## config.mk

```make
export PLATFORM = sky130hd
export DESIGN_NAME = text_tokenizer_stopword_filter_flat
export DESIGN_NICKNAME = d
export VERILOG_FILES = /design/src/ttsf_pkg.sv /design/src/ttsf_ifs.sv /design/src/ttsf_front.sv /design/src/ttsf_queue.sv /design/src/ttsf_back.sv /design/src/text_tokenizer_stopword_filter.sv /design/src/flat_wrapper.sv
export SDC_FILE = /design/constraint.sdc
export NUM_CORES = 1
export LEC_CHECK = 0
export BUFFER_PORTS_ARGS = -buffer_cell sky130_fd_sc_hd__buf_4
export CAP_MARGIN = 10
export CORE_AREA = 5 5 304 306
export CTS_CLUSTER_DIAMETER = 120
export DETAILED_ROUTE_END_ITERATION = 10
export DIE_AREA = 0 0 309 311
export PLACE_DENSITY = 0.66
export SKIP_LAST_GASP = 1
export SLEW_MARGIN = 30
export SYNTH_ARGS = -nofsm -noshare
export SYNTH_HDL_FRONTEND = slang
export SYNTH_SLANG_ARGS = --single-unit
```

## constraint.sdc

```tcl
create_clock -name i_clk -period 6.96 [get_ports i_clk]
set_input_delay 0.696 -clock i_clk [delete_from_list [all_inputs] [get_ports i_clk]]
set_output_delay 0.696 -clock i_clk [all_outputs]
set_load 0.02 [all_outputs]
```

## src/ttsf_pkg.sv

```systemverilog
// Shared constants, types and character helpers for the tokenizer block.
`timescale 1ns / 1ps

package ttsf_pkg;

    localparam int MAX_TOKEN_BYTES = 32;
    localparam int MIN_TOKEN_BYTES = 2;

    // Token slots in the store: queue depth plus the slot under construction.
    localparam int NSLOT  = 3;
    localparam int SLOTW  = $clog2(NSLOT);
    localparam int QCNTW  = $clog2(NSLOT + 1);
    localparam int IDXW   = $clog2(MAX_TOKEN_BYTES);
    localparam int CNTW   = $clog2(MAX_TOKEN_BYTES + 1);
    // Length saturates one past the store size, enough to flag truncation.
    localparam int LENW   = $clog2(MAX_TOKEN_BYTES + 2);

    localparam int NWORD  = 23;
    localparam int WMAXW  = 3;

    // Drop list, first character in the top byte, zero padded.
    localparam logic [31:0] WORD_STR [NWORD] = '{
        {"the", 8'h00}, {"and", 8'h00}, {"or", 16'h0000}, {"in", 16'h0000},
        {"at", 16'h0000}, {"to", 16'h0000}, {"for", 8'h00}, "with", "from",
        {"of", 16'h0000}, {"a", 24'h000000}, {"an", 16'h0000},
        {"is", 16'h0000}, {"it", 16'h0000}, {"on", 16'h0000},
        {"by", 16'h0000}, {"as", 16'h0000}, {"be", 16'h0000}, "this", "that",
        {"are", 8'h00}, {"cd", 16'h0000}, {"pwd", 8'h00}
    };
    localparam logic [WMAXW-1:0] WORD_LEN [NWORD] = '{
        3'd3, 3'd3, 3'd2, 3'd2, 3'd2, 3'd2, 3'd3, 3'd4, 3'd4, 3'd2, 3'd1, 3'd2,
        3'd2, 3'd2, 3'd2, 3'd2, 3'd2, 3'd2, 3'd4, 3'd4, 3'd3, 3'd2, 3'd3
    };

    typedef struct packed {
        logic [CNTW-1:0] cnt;
        logic            trunc;
    } t_desc;

    typedef struct packed {
        logic  valid;
        t_desc desc;
    } t_push;

    typedef struct packed {
        logic            en;
        logic [SLOTW-1:0] slot;
        logic [IDXW-1:0]  idx;
        logic [7:0]       data;
    } t_wr_req;

    typedef struct packed {
        logic            en;
        logic [IDXW-1:0] idx;
    } t_rd_req;

    function automatic logic is_delim(input logic [7:0] b);
        return b == 8'h20 || b == 8'h2D || b == 8'h2F || b == 8'h2E ||
               b == 8'h5F || b == 8'h3D || b == 8'h3A || b == 8'h2C ||
               b == 8'h22 || b == 8'h27 || b == 8'h40 || b == 8'h28 ||
               b == 8'h29 || b == 8'h5B || b == 8'h5D;
    endfunction

    function automatic logic is_upper(input logic [7:0] b);
        return b >= 8'h41 && b <= 8'h5A;
    endfunction

    function automatic logic is_lower(input logic [7:0] b);
        return b >= 8'h61 && b <= 8'h7A;
    endfunction

    function automatic logic is_digit(input logic [7:0] b);
        return b >= 8'h30 && b <= 8'h39;
    endfunction

    function automatic logic [SLOTW-1:0] slot_next(input logic [SLOTW-1:0] s);
        return (s == SLOTW'(NSLOT - 1)) ? '0 : s + SLOTW'(1);
    endfunction

endpackage

```

## src/ttsf_ifs.sv

```systemverilog
// Request channel interfaces: raw text bytes in, token bytes out.
`timescale 1ns / 1ps

interface ttsf_in_if;
    logic       valid;
    logic       ready;
    logic [7:0] in_byte;
    logic       end_of_line;

    modport source (output valid, output in_byte, output end_of_line, input ready);
    modport sink   (input valid, input in_byte, input end_of_line, output ready);
endinterface

interface ttsf_out_if;
    logic       valid;
    logic       ready;
    logic [7:0] out_byte;
    logic       token_last;
    logic       token_truncated;

    modport source (output valid, output out_byte, output token_last,
                    output token_truncated, input ready);
    modport sink   (input valid, input out_byte, input token_last,
                    input token_truncated, output ready);
endinterface

```

## src/ttsf_front.sv

```systemverilog
// Front end: classifies bytes, builds the token, decides keep/drop, queues tokens.
`timescale 1ns / 1ps

module ttsf_front (
    input  logic                       i_clk,
    input  logic                       i_rst_n,
    input  logic                       i_accept,
    input  logic [7:0]                 i_byte,
    input  logic                       i_eol,
    input  logic [ttsf_pkg::SLOTW-1:0] i_wslot,
    output ttsf_pkg::t_push            o_push,
    output ttsf_pkg::t_wr_req          o_wr
);

    logic [ttsf_pkg::LENW-1:0]  r_len,  n_len;
    logic                       r_dig,  n_dig;
    logic                       r_prev_lower, n_prev_lower;
    logic [ttsf_pkg::NWORD-1:0] r_match, n_match;

    logic                       delim, append, f1, keep1, keep2;
    logic [ttsf_pkg::LENW-1:0]  base_len, a_len;
    logic                       base_dig, a_dig;
    logic [ttsf_pkg::NWORD-1:0] a_match;
    logic [7:0]                 lc;

    function automatic logic keep_tok(input logic [ttsf_pkg::LENW-1:0]  len,
                                      input logic                       dig,
                                      input logic [ttsf_pkg::NWORD-1:0] m);
        logic hit;
        hit = 1'b0;
        for (int w = 0; w < ttsf_pkg::NWORD; w++) begin
            hit = hit | (m[w] && len == ttsf_pkg::LENW'(ttsf_pkg::WORD_LEN[w]));
        end
        return len >= ttsf_pkg::LENW'(ttsf_pkg::MIN_TOKEN_BYTES) && !dig &&
               !(len <= ttsf_pkg::LENW'(ttsf_pkg::MAX_TOKEN_BYTES) && hit);
    endfunction

    function automatic ttsf_pkg::t_desc make_desc(input logic [ttsf_pkg::LENW-1:0] len);
        ttsf_pkg::t_desc d;
        d.trunc = len > ttsf_pkg::LENW'(ttsf_pkg::MAX_TOKEN_BYTES);
        d.cnt   = d.trunc ? ttsf_pkg::CNTW'(ttsf_pkg::MAX_TOKEN_BYTES)
                          : len[ttsf_pkg::CNTW-1:0];
        return d;
    endfunction

    always_comb begin
        delim    = ttsf_pkg::is_delim(i_byte);
        append   = !delim;
        // camel boundary: uppercase right after lowercase closes the token
        f1       = delim || (ttsf_pkg::is_upper(i_byte) && r_prev_lower);
        keep1    = f1 && keep_tok(r_len, r_dig, r_match);
        base_len = f1 ? '0 : r_len;
        base_dig = f1 ? 1'b1 : r_dig;
        lc       = ttsf_pkg::is_upper(i_byte) ? i_byte + 8'h20 : i_byte;

        a_len = base_len;
        if (append && base_len != ttsf_pkg::LENW'(ttsf_pkg::MAX_TOKEN_BYTES + 1)) begin
            a_len = base_len + ttsf_pkg::LENW'(1);
        end
        a_dig = append ? (base_dig && ttsf_pkg::is_digit(i_byte)) : base_dig;

        // running prefix match against every drop-list word
        for (int w = 0; w < ttsf_pkg::NWORD; w++) begin
            a_match[w] = append &&
                         (base_len == '0 || r_match[w]) &&
                         base_len < ttsf_pkg::LENW'(ttsf_pkg::WORD_LEN[w]) &&
                         lc == ttsf_pkg::WORD_STR[w][31 - 8 * base_len[1:0] -: 8];
        end

        keep2 = i_eol && keep_tok(a_len, a_dig, a_match);

        o_push.valid = i_accept && (keep1 || keep2);
        o_push.desc  = keep1 ? make_desc(r_len) : make_desc(a_len);

        o_wr.en   = i_accept && append &&
                    base_len < ttsf_pkg::LENW'(ttsf_pkg::MAX_TOKEN_BYTES);
        o_wr.slot = keep1 ? ttsf_pkg::slot_next(i_wslot) : i_wslot;
        o_wr.idx  = base_len[ttsf_pkg::IDXW-1:0];
        o_wr.data = lc;

        n_len        = r_len;
        n_dig        = r_dig;
        n_prev_lower = r_prev_lower;
        n_match      = r_match;
        if (i_accept) begin
            if (i_eol) begin
                n_len        = '0;
                n_dig        = 1'b1;
                n_prev_lower = 1'b0;
                n_match      = '0;
            end else begin
                n_len        = a_len;
                n_dig        = a_dig;
                n_prev_lower = append && ttsf_pkg::is_lower(i_byte);
                n_match      = a_match;
            end
        end
    end

    always_ff @(posedge i_clk) begin
        if (!i_rst_n) begin
            r_len        <= '0;
            r_dig        <= 1'b1;
            r_prev_lower <= 1'b0;
            r_match      <= '0;
        end else begin
            r_len        <= n_len;
            r_dig        <= n_dig;
            r_prev_lower <= n_prev_lower;
            r_match      <= n_match;
        end
    end

endmodule

```

## src/ttsf_queue.sv

```systemverilog
// Token queue: descriptor FIFO plus the slotted token byte store.
`timescale 1ns / 1ps

module ttsf_queue (
    input  logic                       i_clk,
    input  logic                       i_rst_n,
    input  ttsf_pkg::t_push            i_push,
    input  ttsf_pkg::t_wr_req          i_wr,
    input  logic                       i_pop,
    input  ttsf_pkg::t_rd_req          i_rd,
    output logic                       o_room,
    output logic [ttsf_pkg::SLOTW-1:0] o_wslot,
    output logic                       o_head_valid,
    output ttsf_pkg::t_desc            o_head,
    output logic [7:0]                 o_rdata
);

    logic [7:0]                 r_mem [ttsf_pkg::NSLOT][ttsf_pkg::MAX_TOKEN_BYTES];
    ttsf_pkg::t_desc            r_desc [ttsf_pkg::NSLOT];
    logic [ttsf_pkg::SLOTW-1:0] r_wr_ptr, n_wr_ptr;
    logic [ttsf_pkg::SLOTW-1:0] r_rd_ptr, n_rd_ptr;
    logic [ttsf_pkg::QCNTW-1:0] r_count, n_count;
    logic [7:0]                 r_rdata;

    // one slot always stays free for the token under construction
    assign o_room       = r_count < ttsf_pkg::QCNTW'(ttsf_pkg::NSLOT - 1);
    assign o_wslot      = r_wr_ptr;
    assign o_head_valid = r_count != '0;
    assign o_head       = r_desc[r_rd_ptr];
    assign o_rdata      = r_rdata;

    always_comb begin
        n_wr_ptr = i_push.valid ? ttsf_pkg::slot_next(r_wr_ptr) : r_wr_ptr;
        n_rd_ptr = i_pop ? ttsf_pkg::slot_next(r_rd_ptr) : r_rd_ptr;
        n_count  = r_count;
        if (i_push.valid && !i_pop) begin
            n_count = r_count + ttsf_pkg::QCNTW'(1);
        end else if (!i_push.valid && i_pop) begin
            n_count = r_count - ttsf_pkg::QCNTW'(1);
        end
    end

    always_ff @(posedge i_clk) begin
        if (!i_rst_n) begin
            r_wr_ptr <= '0;
            r_rd_ptr <= '0;
            r_count  <= '0;
        end else begin
            r_wr_ptr <= n_wr_ptr;
            r_rd_ptr <= n_rd_ptr;
            r_count  <= n_count;
        end
    end

    always_ff @(posedge i_clk) begin
        if (i_push.valid) begin
            r_desc[r_wr_ptr] <= i_push.desc;
        end
    end

    always_ff @(posedge i_clk) begin
        if (i_wr.en) begin
            r_mem[i_wr.slot][i_wr.idx] <= i_wr.data;
        end
        if (i_rd.en) begin
            r_rdata <= r_mem[r_rd_ptr][i_rd.idx];
        end
    end

endmodule

```

## src/ttsf_back.sv

```systemverilog
// Back end: walks the head token byte by byte into the output register.
`timescale 1ns / 1ps

module ttsf_back (
    input  logic               i_clk,
    input  logic               i_rst_n,
    input  logic               i_head_valid,
    input  ttsf_pkg::t_desc    i_head,
    input  logic               i_out_ready,
    output ttsf_pkg::t_rd_req  o_rd,
    output logic               o_pop,
    output logic               o_valid,
    output logic               o_last,
    output logic               o_trunc
);

    logic [ttsf_pkg::IDXW-1:0] r_idx, n_idx;
    logic                      r_valid, n_valid;
    logic                      r_last, r_trunc;
    logic                      issue, last;

    always_comb begin
        issue    = i_head_valid && (!r_valid || i_out_ready);
        last     = ttsf_pkg::CNTW'(r_idx) + ttsf_pkg::CNTW'(1) == i_head.cnt;
        o_rd.en  = issue;
        o_rd.idx = r_idx;
        o_pop    = issue && last;

        n_idx   = r_idx;
        n_valid = r_valid;
        if (issue) begin
            n_idx   = last ? '0 : r_idx + ttsf_pkg::IDXW'(1);
            n_valid = 1'b1;
        end else if (i_out_ready) begin
            n_valid = 1'b0;
        end
    end

    always_ff @(posedge i_clk) begin
        if (!i_rst_n) begin
            r_idx   <= '0;
            r_valid <= 1'b0;
        end else begin
            r_idx   <= n_idx;
            r_valid <= n_valid;
        end
    end

    always_ff @(posedge i_clk) begin
        if (issue) begin
            r_last  <= last;
            r_trunc <= i_head.trunc;
        end
    end

    assign o_valid = r_valid;
    assign o_last  = r_last;
    assign o_trunc = r_trunc;

endmodule

```

## src/text_tokenizer_stopword_filter.sv

```systemverilog
// Top level: byte tokenizer with camel split, lowercasing and drop-list filter.
// A kept token is queued first, then its first byte is read into the output register.
// Throughput: 1 input request per cycle while fewer than 2 finished tokens wait;
//   output drains 1 byte per cycle while the output is ready.
// Input stalls only when the queue holds 2 tokens (3-slot token store).
// Reset: synchronous, active low; clears control state, token store is not cleared.
`timescale 1ns / 1ps

module text_tokenizer_stopword_filter (
    input  logic              i_clk,
    input  logic              i_rst_n,
    ttsf_in_if.sink           i_in,
    ttsf_out_if.source        o_out
);

    ttsf_pkg::t_push            push;
    ttsf_pkg::t_wr_req          wr;
    ttsf_pkg::t_rd_req          rd;
    ttsf_pkg::t_desc            head;
    logic                       head_valid;
    logic                       pop;
    logic                       room;
    logic [ttsf_pkg::SLOTW-1:0] wslot;
    logic                       accept;

    // input side never waits on the output side unless the queue is full
    assign i_in.ready = room;
    assign accept     = i_in.valid && room;

    // front: classify each request, track the open token, hand off finished ones
    ttsf_front u_front (
        .i_clk    (i_clk),
        .i_rst_n  (i_rst_n),
        .i_accept (accept),
        .i_byte   (i_in.in_byte),
        .i_eol    (i_in.end_of_line),
        .i_wslot  (wslot),
        .o_push   (push),
        .o_wr     (wr)
    );

    // queue: decouples token building from token emission
    ttsf_queue u_queue (
        .i_clk        (i_clk),
        .i_rst_n      (i_rst_n),
        .i_push       (push),
        .i_wr         (wr),
        .i_pop        (pop),
        .i_rd         (rd),
        .o_room       (room),
        .o_wslot      (wslot),
        .o_head_valid (head_valid),
        .o_head       (head),
        .o_rdata      (o_out.out_byte)
    );

    // back: one byte per cycle from the head token, stalls on the output
    ttsf_back u_back (
        .i_clk        (i_clk),
        .i_rst_n      (i_rst_n),
        .i_head_valid (head_valid),
        .i_head       (head),
        .i_out_ready  (o_out.ready),
        .o_rd         (rd),
        .o_pop        (pop),
        .o_valid      (o_out.valid),
        .o_last       (o_out.token_last),
        .o_trunc      (o_out.token_truncated)
    );

endmodule

```

## src/flat_wrapper.sv

```systemverilog
// flat-port wrapper written by rule: the top's interface ports become plain ports
module text_tokenizer_stopword_filter_flat 
  (i_clk, i_rst_n, i_in_valid, i_in_in_byte, i_in_end_of_line, i_in_ready, o_out_valid, o_out_out_byte, o_out_token_last, o_out_token_truncated, o_out_ready);
  ttsf_in_if i_in_i ();
  ttsf_out_if o_out_i ();
  input  logic i_clk;
  input  logic i_rst_n;
  input wire logic [$bits(i_in_i.valid)-1:0] i_in_valid;
  input wire logic [$bits(i_in_i.in_byte)-1:0] i_in_in_byte;
  input wire logic [$bits(i_in_i.end_of_line)-1:0] i_in_end_of_line;
  output wire logic [$bits(i_in_i.ready)-1:0] i_in_ready;
  output wire logic [$bits(o_out_i.valid)-1:0] o_out_valid;
  output wire logic [$bits(o_out_i.out_byte)-1:0] o_out_out_byte;
  output wire logic [$bits(o_out_i.token_last)-1:0] o_out_token_last;
  output wire logic [$bits(o_out_i.token_truncated)-1:0] o_out_token_truncated;
  input wire logic [$bits(o_out_i.ready)-1:0] o_out_ready;
  assign i_in_i.valid = i_in_valid;
  assign i_in_i.in_byte = i_in_in_byte;
  assign i_in_i.end_of_line = i_in_end_of_line;
  assign i_in_ready = i_in_i.ready;
  assign o_out_valid = o_out_i.valid;
  assign o_out_out_byte = o_out_i.out_byte;
  assign o_out_token_last = o_out_i.token_last;
  assign o_out_token_truncated = o_out_i.token_truncated;
  assign o_out_i.ready = o_out_ready;
  text_tokenizer_stopword_filter u_core (.i_clk(i_clk), .i_rst_n(i_rst_n), .i_in(i_in_i), .o_out(o_out_i));
endmodule
```

Word level (Yosys, flattened, before mapping) --
Memory sizes are Yosys's and may differ from the RTL's. A register that Yosys moved wholly into a read port is not among the register bits. Cells that the tools add are included.
Storage, ports and cells: register bits 53, RAM bits 789, input bits 13, word-level logic and storage cells 387, memories kept 2
Cells by class: $add $sub $neg 9, order comparisons 21, equal/unequal tests 50, shifts and indexed selects 23, muxes and demuxes 33, bitwise gates (word level) 46, reductions and logical operators 191
Memory list:
- u_core.u_queue.r_mem | words 3, width 256, rd ports 1, clocked after Yosys merged registers in 1, wr ports 1, line ttsf_queue.sv:18 | logic [7:0] r_mem [ttsf_pkg::NSLOT][ttsf_pkg::MAX_TOKEN_BYTES];
- u_core.u_queue.r_desc | words 3, width 7, rd ports 1, clocked after Yosys merged registers in 1, wr ports 1, line ttsf_queue.sv:19 | ttsf_pkg::t_desc r_desc [ttsf_pkg::NSLOT];
Operators by type and width (number):
- 39-bit by 33-bit variable part select with 8-bit output, first input constant | 23
- 256-bit two-way mux | 1
- 8-bit equality test | 23
- 1-bit logical AND | 139
- 8-bit by 6-bit equality test with 1-bit output, second input constant | 11
- 1-bit OR | 44
- 8-bit binary-select mux with 5-bit select | 1
- 8-bit demux with 5-bit select | 1
- 1-bit logical OR | 40
- 8-bit by 7-bit equality test with 1-bit output, second input constant | 4
- 8-bit two-way mux | 4
- 6-bit two-way mux | 5
- 6-bit by 2-bit equality test with 1-bit output, second input constant | 4
- 23-bit two-way mux | 1
- 2-bit two-way mux | 9
- 8-bit by 7-bit greater-or-equal comparator with 1-bit output, second input constant | 2
- 8-bit by 7-bit less-or-equal comparator with 1-bit output, second input constant | 2
- 6-bit by 1-bit equality test with 1-bit output, second input constant | 2
- 6-bit by 3-bit equality test with 1-bit output, second input constant | 2
- 6-bit by 2-bit greater-or-equal comparator with 1-bit output, second input constant | 2
- 6-bit greater-or-equal comparator, second input constant | 2
- 6-bit > comparator, second input constant | 2
- 6-bit less-or-equal comparator, second input constant | 2
- 6-bit by 1-bit less-than comparator with 1-bit output, second input constant | 2
- other kinds (23) | 45

Depth between registers and ports, before layout --
depth in word-level cells 55, gate-level depth with buffers 22, depth with buffers taken out 18

Hierarchy --
Synthesis repeated with hierarchy kept, for this count alone.
Unflattened totals: cells, all modules 2161, area, all modules 35698.0 um2
By module, submodules not included:
- ttsf_queue | instances 1, cells an instance 1630, area an instance 31866.8 um2, seq. area each 24093.1 um2
- ttsf_front | instances 1, cells an instance 473, area an instance 3286.9 um2, seq. area each 600.6 um2
- ttsf_back | instances 1, cells an instance 57, area an instance 538.0 um2, seq. area each 180.2 um2
- text_tokenizer_stopword_filter | instances 1, cells an instance 1, area an instance 6.3 um2, seq. area each 0.0 um2

Worst setup path before layout --
No wires, ideal clock.
path type input to register, from input i_in_in_byte[0], to memory u_core.u_queue.r_mem[0][101] in the netlist's numbering, data pin, setup time 950 ps, arrival time 4971 ps, required time 6010 ps, path slack 1039 ps, stages 4, buffers on the path 1, cell sequence buf_4 -> a21oi_2 -> o2bb2ai_4 -> o21ai_0
On the way: word-level cells in the longest chain between the ends 3
RTL lines:
- from (decl) | line flat_wrapper.sv:9 | input wire logic [$bits(i_in_i.in_byte)-1:0] i_in_in_byte;
- 8-bit by 7-bit greater-or-equal comparator with 1-bit output or 8-bit by 7-bit less-or-equal comparator with 1-bit output (tied branches) | line ttsf_pkg.sv:65 | return b >= 8'h41 && b <= 8'h5A;
- 1-bit logical AND | line ttsf_pkg.sv:65
- 8-bit two-way mux * | line ttsf_front.sv:54 | lc = ttsf_pkg::is_upper(i_byte) ? i_byte + 8'h20 : i_byte;
- named net u_core.u_front.lc[5] | line ttsf_front.sv:24 | logic [7:0] lc;
- to (decl) | line ttsf_queue.sv:18
Mark *: on every way through the listed nets, which the timed path passes. The rest lies on a longest branch.

Worst setup path in the final report --
from input i_in_in_byte[3], to register u_core.u_queue.r_count[1] in the netlist's numbering
On the way: word-level cells in the longest chain between the ends 54
RTL lines:
- branches (longest 49 deep; another with 8-bit by 6-bit equality test with 1-bit output)
- 1-bit logical OR * | line ttsf_front.sv:72 | o_push.valid = i_accept && (keep1 || keep2);
- 1-bit logical AND * | line ttsf_front.sv:72
- 1-bit zero test | line ttsf_queue.sv:38 | end else if (!i_push.valid && i_pop) begin
- 1-bit logical AND | line ttsf_queue.sv:38
- 2-bit nonzero test (no source line)
- to (signal assigned) | line ttsf_queue.sv:51 | r_count <= n_count;
- to (decl) | line ttsf_queue.sv:22 | logic [ttsf_pkg::QCNTW-1:0] r_count, n_count;
Mark *: on every way between the ends. A chain may end at the register's enable or synchronous reset.

==> impl_metrics.toml <==
[outcome]
status = "finished clean"

[routing]
viasPerCell = 5.65
ant_nets = 0
vias = 19400
dr.first_iter.drc_count = 1840
wl_per_cell_um = 24.5
drc = 0
first_pass_iters = 5
wl_mm = 83.9

[place]
place_worst_setup_slack_ps = 1070
globalplace.congestion = 0.889
io_buffer_count = 24
hpwl_mm = 51.0

[sta]
rsz0062_at_grt = "no"
fin_crit_ps = 5310
fmax_ghz = 0.188
setup_tns_ps = 0
drv_slew = 0
worstMarginPinSlew_ps = 1040
setup_viol = 0
fin_ws_ps = 1650
relSlewSlack_pct = 30.1
hold_viol = 0
finClkSkew_ps = 22.0
period_share_pct = 76.2

[yosys]
ys_seq_area_share_pct = 70.4
synth_edf_count = 799
synth_commonest_cells = "799 x edfxtp_1, 298 x nor2_1, 181 x a21oi_1, 168 x mux4_2, 139 x mux2i_1"
synth.distinct_cells = 87
ys_ff_latch = 843
synth_nets = 2197
yosysTopAreaCell = "edfxtp_1"
async_flop_share_pct = 0
synth_top_cell_area_share_pct = 67.9
ys.flop_type = "edfxtp_1"
netlist_area_um2 = 35300
synth.most_common_cell = "edfxtp_1"
avgSynthCellArea_um2 = 16.3
syn_inst = 2175
yosysWarnings = 0
synthTopCellsByArea = "edfxtp_1 68%, mux4_2 11%, mux2i_1 3.9%"

[clock_tree]
cts_root_buf = "clkbuf_16"
cts.sinks = 843
cts_buffer_depth = 3
path_clk_slew_ps = 60
holdBufCountCts = 0
h-tree-depth = 3
clk_latency_ps = 640
cts_made_buffers = 85
cts_resized = 0
cts_tree = "built"
cts_setup_buffers = 0

[hold_path]
hold_path.class = "primary input to register"

[global_routing]
use_met3_pct = 2.67
use_met1_pct = 24.0
grt_pass1_wl_mm = 126
grt_max_degree = 126
antenna_found_initial = 3
top_usage_layer = "met2"
overflow = 0
grt.total_usage_pct = 17.3
grt_pass1_vias = 19800
use_met2_pct = 28.6

[worst_setup_path]
cp-endpoint = "u_core.u_queue.r_count[1]"
worst_ep_arrival_time_ps = 5850
r2r_end = "u_core.u_queue.r_count[1]"
critPathLaunchType = "primary input"
critPathLaunch = "i_in_in_byte[3]"
reg2reg_depth = 16
worstPathMaxFanout = 37
worstReg2RegStart = "u_core.u_front.r_len[1]"
critPathCaptureType = "register"
r2r_slack_ps = 1850
worstSetupPathType = "primary input to register"
critPathRequiredTime_ps = 7510

[final_layout]
syn2layout_area_growth_pct = 11.9
final_nets = 2204
drive_gt1_share_pct = 17.6

[floorplanning]
initial_core_util_pct = 39.6
die_h_um = 311
coreArea_um2 = 89300
num_rows = 110
die-area_um2 = 96100
die_w_um = 309
ios = 25

[power_and_ir_drop]
p_leak_nw = 12.0
vdd_drop_max_uv = 164
p_per_area_nw_per_um2 = 270

[run]
maxCapViolations = 0
## area by class of cell
cell class | count | area (um2)
Clock inverter | 52 | 574
Fill cell | 7542 | 49800
Inverter | 20 | 82.6
Clock buffer | 102 | 2190
Multi-Input combinational cell | 1178 | 9890
Tap cell | 1176 | 1470
Antenna cell | 1 | 2.50
Sequential cell | 843 | 24900
Timing Repair Buffer | 54 | 449
## report_power, final
| group | internal (mW) | switching (mW) | total [mW] |
|---|---|---|---|
| registers | 5.57 | 0.0186 | 5.59 |
| logic | 0.184 | 0.367 | 0.550 |
| clock network | 2.64 | 1.91 | 4.55 |
| total | 8.39 | 2.30 | 10.7 |
## how the worst min path moves through the flow
stage / startpoint / to / cells after the start
final: i_rst_n / u_core.u_front.r_dig / 2
after global routing: i_rst_n / u_core.u_front.r_dig / 2
after CTS: i_rst_n / u_core.u_front.r_dig / 2
after detailed placement: u_core.u_front.r_match[20] / u_core.u_front.r_match[20] / 2
after global placement: u_core.u_queue.r_rd_ptr[1] / register / 2
after floorplan: u_core.u_front.r_match[20] / u_core.u_front.r_match[20] / 2
## worst max-delay path, stage by stage
cell	delay [ps]
buf_4	390
clkinv_1	450
o221ai_2	400
a22oi_2	110
nand3_1	240
inv_1	130
ha_1	210
buf_4	210
o21ai_0	420
a21boi_0	470
nor4b_1	540
a2111oi_2	140
a31oi_1	450
nor2_2	120
ha_1	340
or3_1	360
a21oi_1	150
## placed cells by master, fill, tap and decap left out, drive strengths merged, types with 5 or more instances in the layout
cell type | netlist | final
mux4 | 168 | 168
nor2 | 300 | 300
nor4 | 15 | 15
clkinv | 2 | 36
mux2i | 141 | 141
nand2b | 8 | 8
nor2b | 5 | 5
a31oi | 5 | 5
ha | 9 | 9
xor2 | 14 | 14
clkbuf | 87 | 102
a211oi | 5 | 5
nor3 | 19 | 19
nand4 | 17 | 17
a21oi | 184 | 184
and2 | 7 | 7
a22oi | 9 | 9
o22ai | 7 | 7
nand3 | 23 | 23
nand2 | 99 | 99
edfxtp | 799 | 799
or4 | 5 | 5
dfxtp | 44 | 44
or3 | 9 | 9
or2 | 5 | 5
o21ai | 34 | 34
bufinv | 0 | 10
inv | 18 | 22
o211ai | 7 | 7
a2111oi | 9 | 9
nor4b | 5 | 5
xnor2 | 17 | 17
buf | 47 | 54
## registers in the layout, indices dropped and copies added, names as in the netlist, named ones only
| signal | flops |
|---|---|
| u_core.u_back.r_idx | 5 |
| u_core.u_queue.r_desc | 21 |
| u_core.u_queue.r_rd_ptr | 2 |
| u_core.u_front.r_dig | 1 |
| u_core.u_queue.o_wslot | 2 |
| u_core.u_front.r_len | 6 |
| u_core.u_queue.r_mem | 768 |
| u_core.u_queue.o_rdata | 8 |
| u_core.u_queue.r_count | 2 |
| u_core.u_front.r_match | 22 |
| u_core.u_back.o_trunc | 1 |
| u_core.u_back.o_last | 1 |
| u_core.u_back.o_valid | 1 |
| u_core.u_front.r_prev_lower | 1 |
## per-stage QoR
stage | hold slack [ps] | utilization, % | std cells | power (mW) | cell area, um2
5_1_grt | 346 | 44.3 | 3425 | 11.0 | 39500
3_3_place_gp | 453 | 41.1 | 3271 | 6.24 | 36700
3_5_place_dp | 469 | 41.1 | 3271 | 6.25 | 36800
4_1_cts | 307 | 44.2 | 3425 | 10.8 | 39500
2_1_floorplan | 440 | - | 2175 | 6.03 | 35300
6_report | 336 | 44.3 | 3426 | 10.7 | 39500
## routing by layer
metal | up-vias | part of all wire [%] | wire [um]
met5 | - | 0 | 0
met4 | 0 | 2.4 | 2010
met3 | 139 | 6.4 | 5410
met2 | 758 | 50 | 41700
met1 | 9936 | 42 | 34800
li1 | 8530 | - | -
## cells by family after synthesis
| kind of cell | Yosys count | share of synthesized area [%] |
|---|---|---|
| muxes | 310 | 14.8 |
| DFF | 843 | 70.4 |
| adders and majority gates | 9 | 0.319 |
| AOI/OAI and AO/OA | 292 | 5.13 |
| buffers and inverters | 154 | 1.81 |
| xor gates and xnor gates | 31 | 0.768 |
| and+or+nand+nor | 536 | 6.83 |
Power figures use the tool's default switching activity.
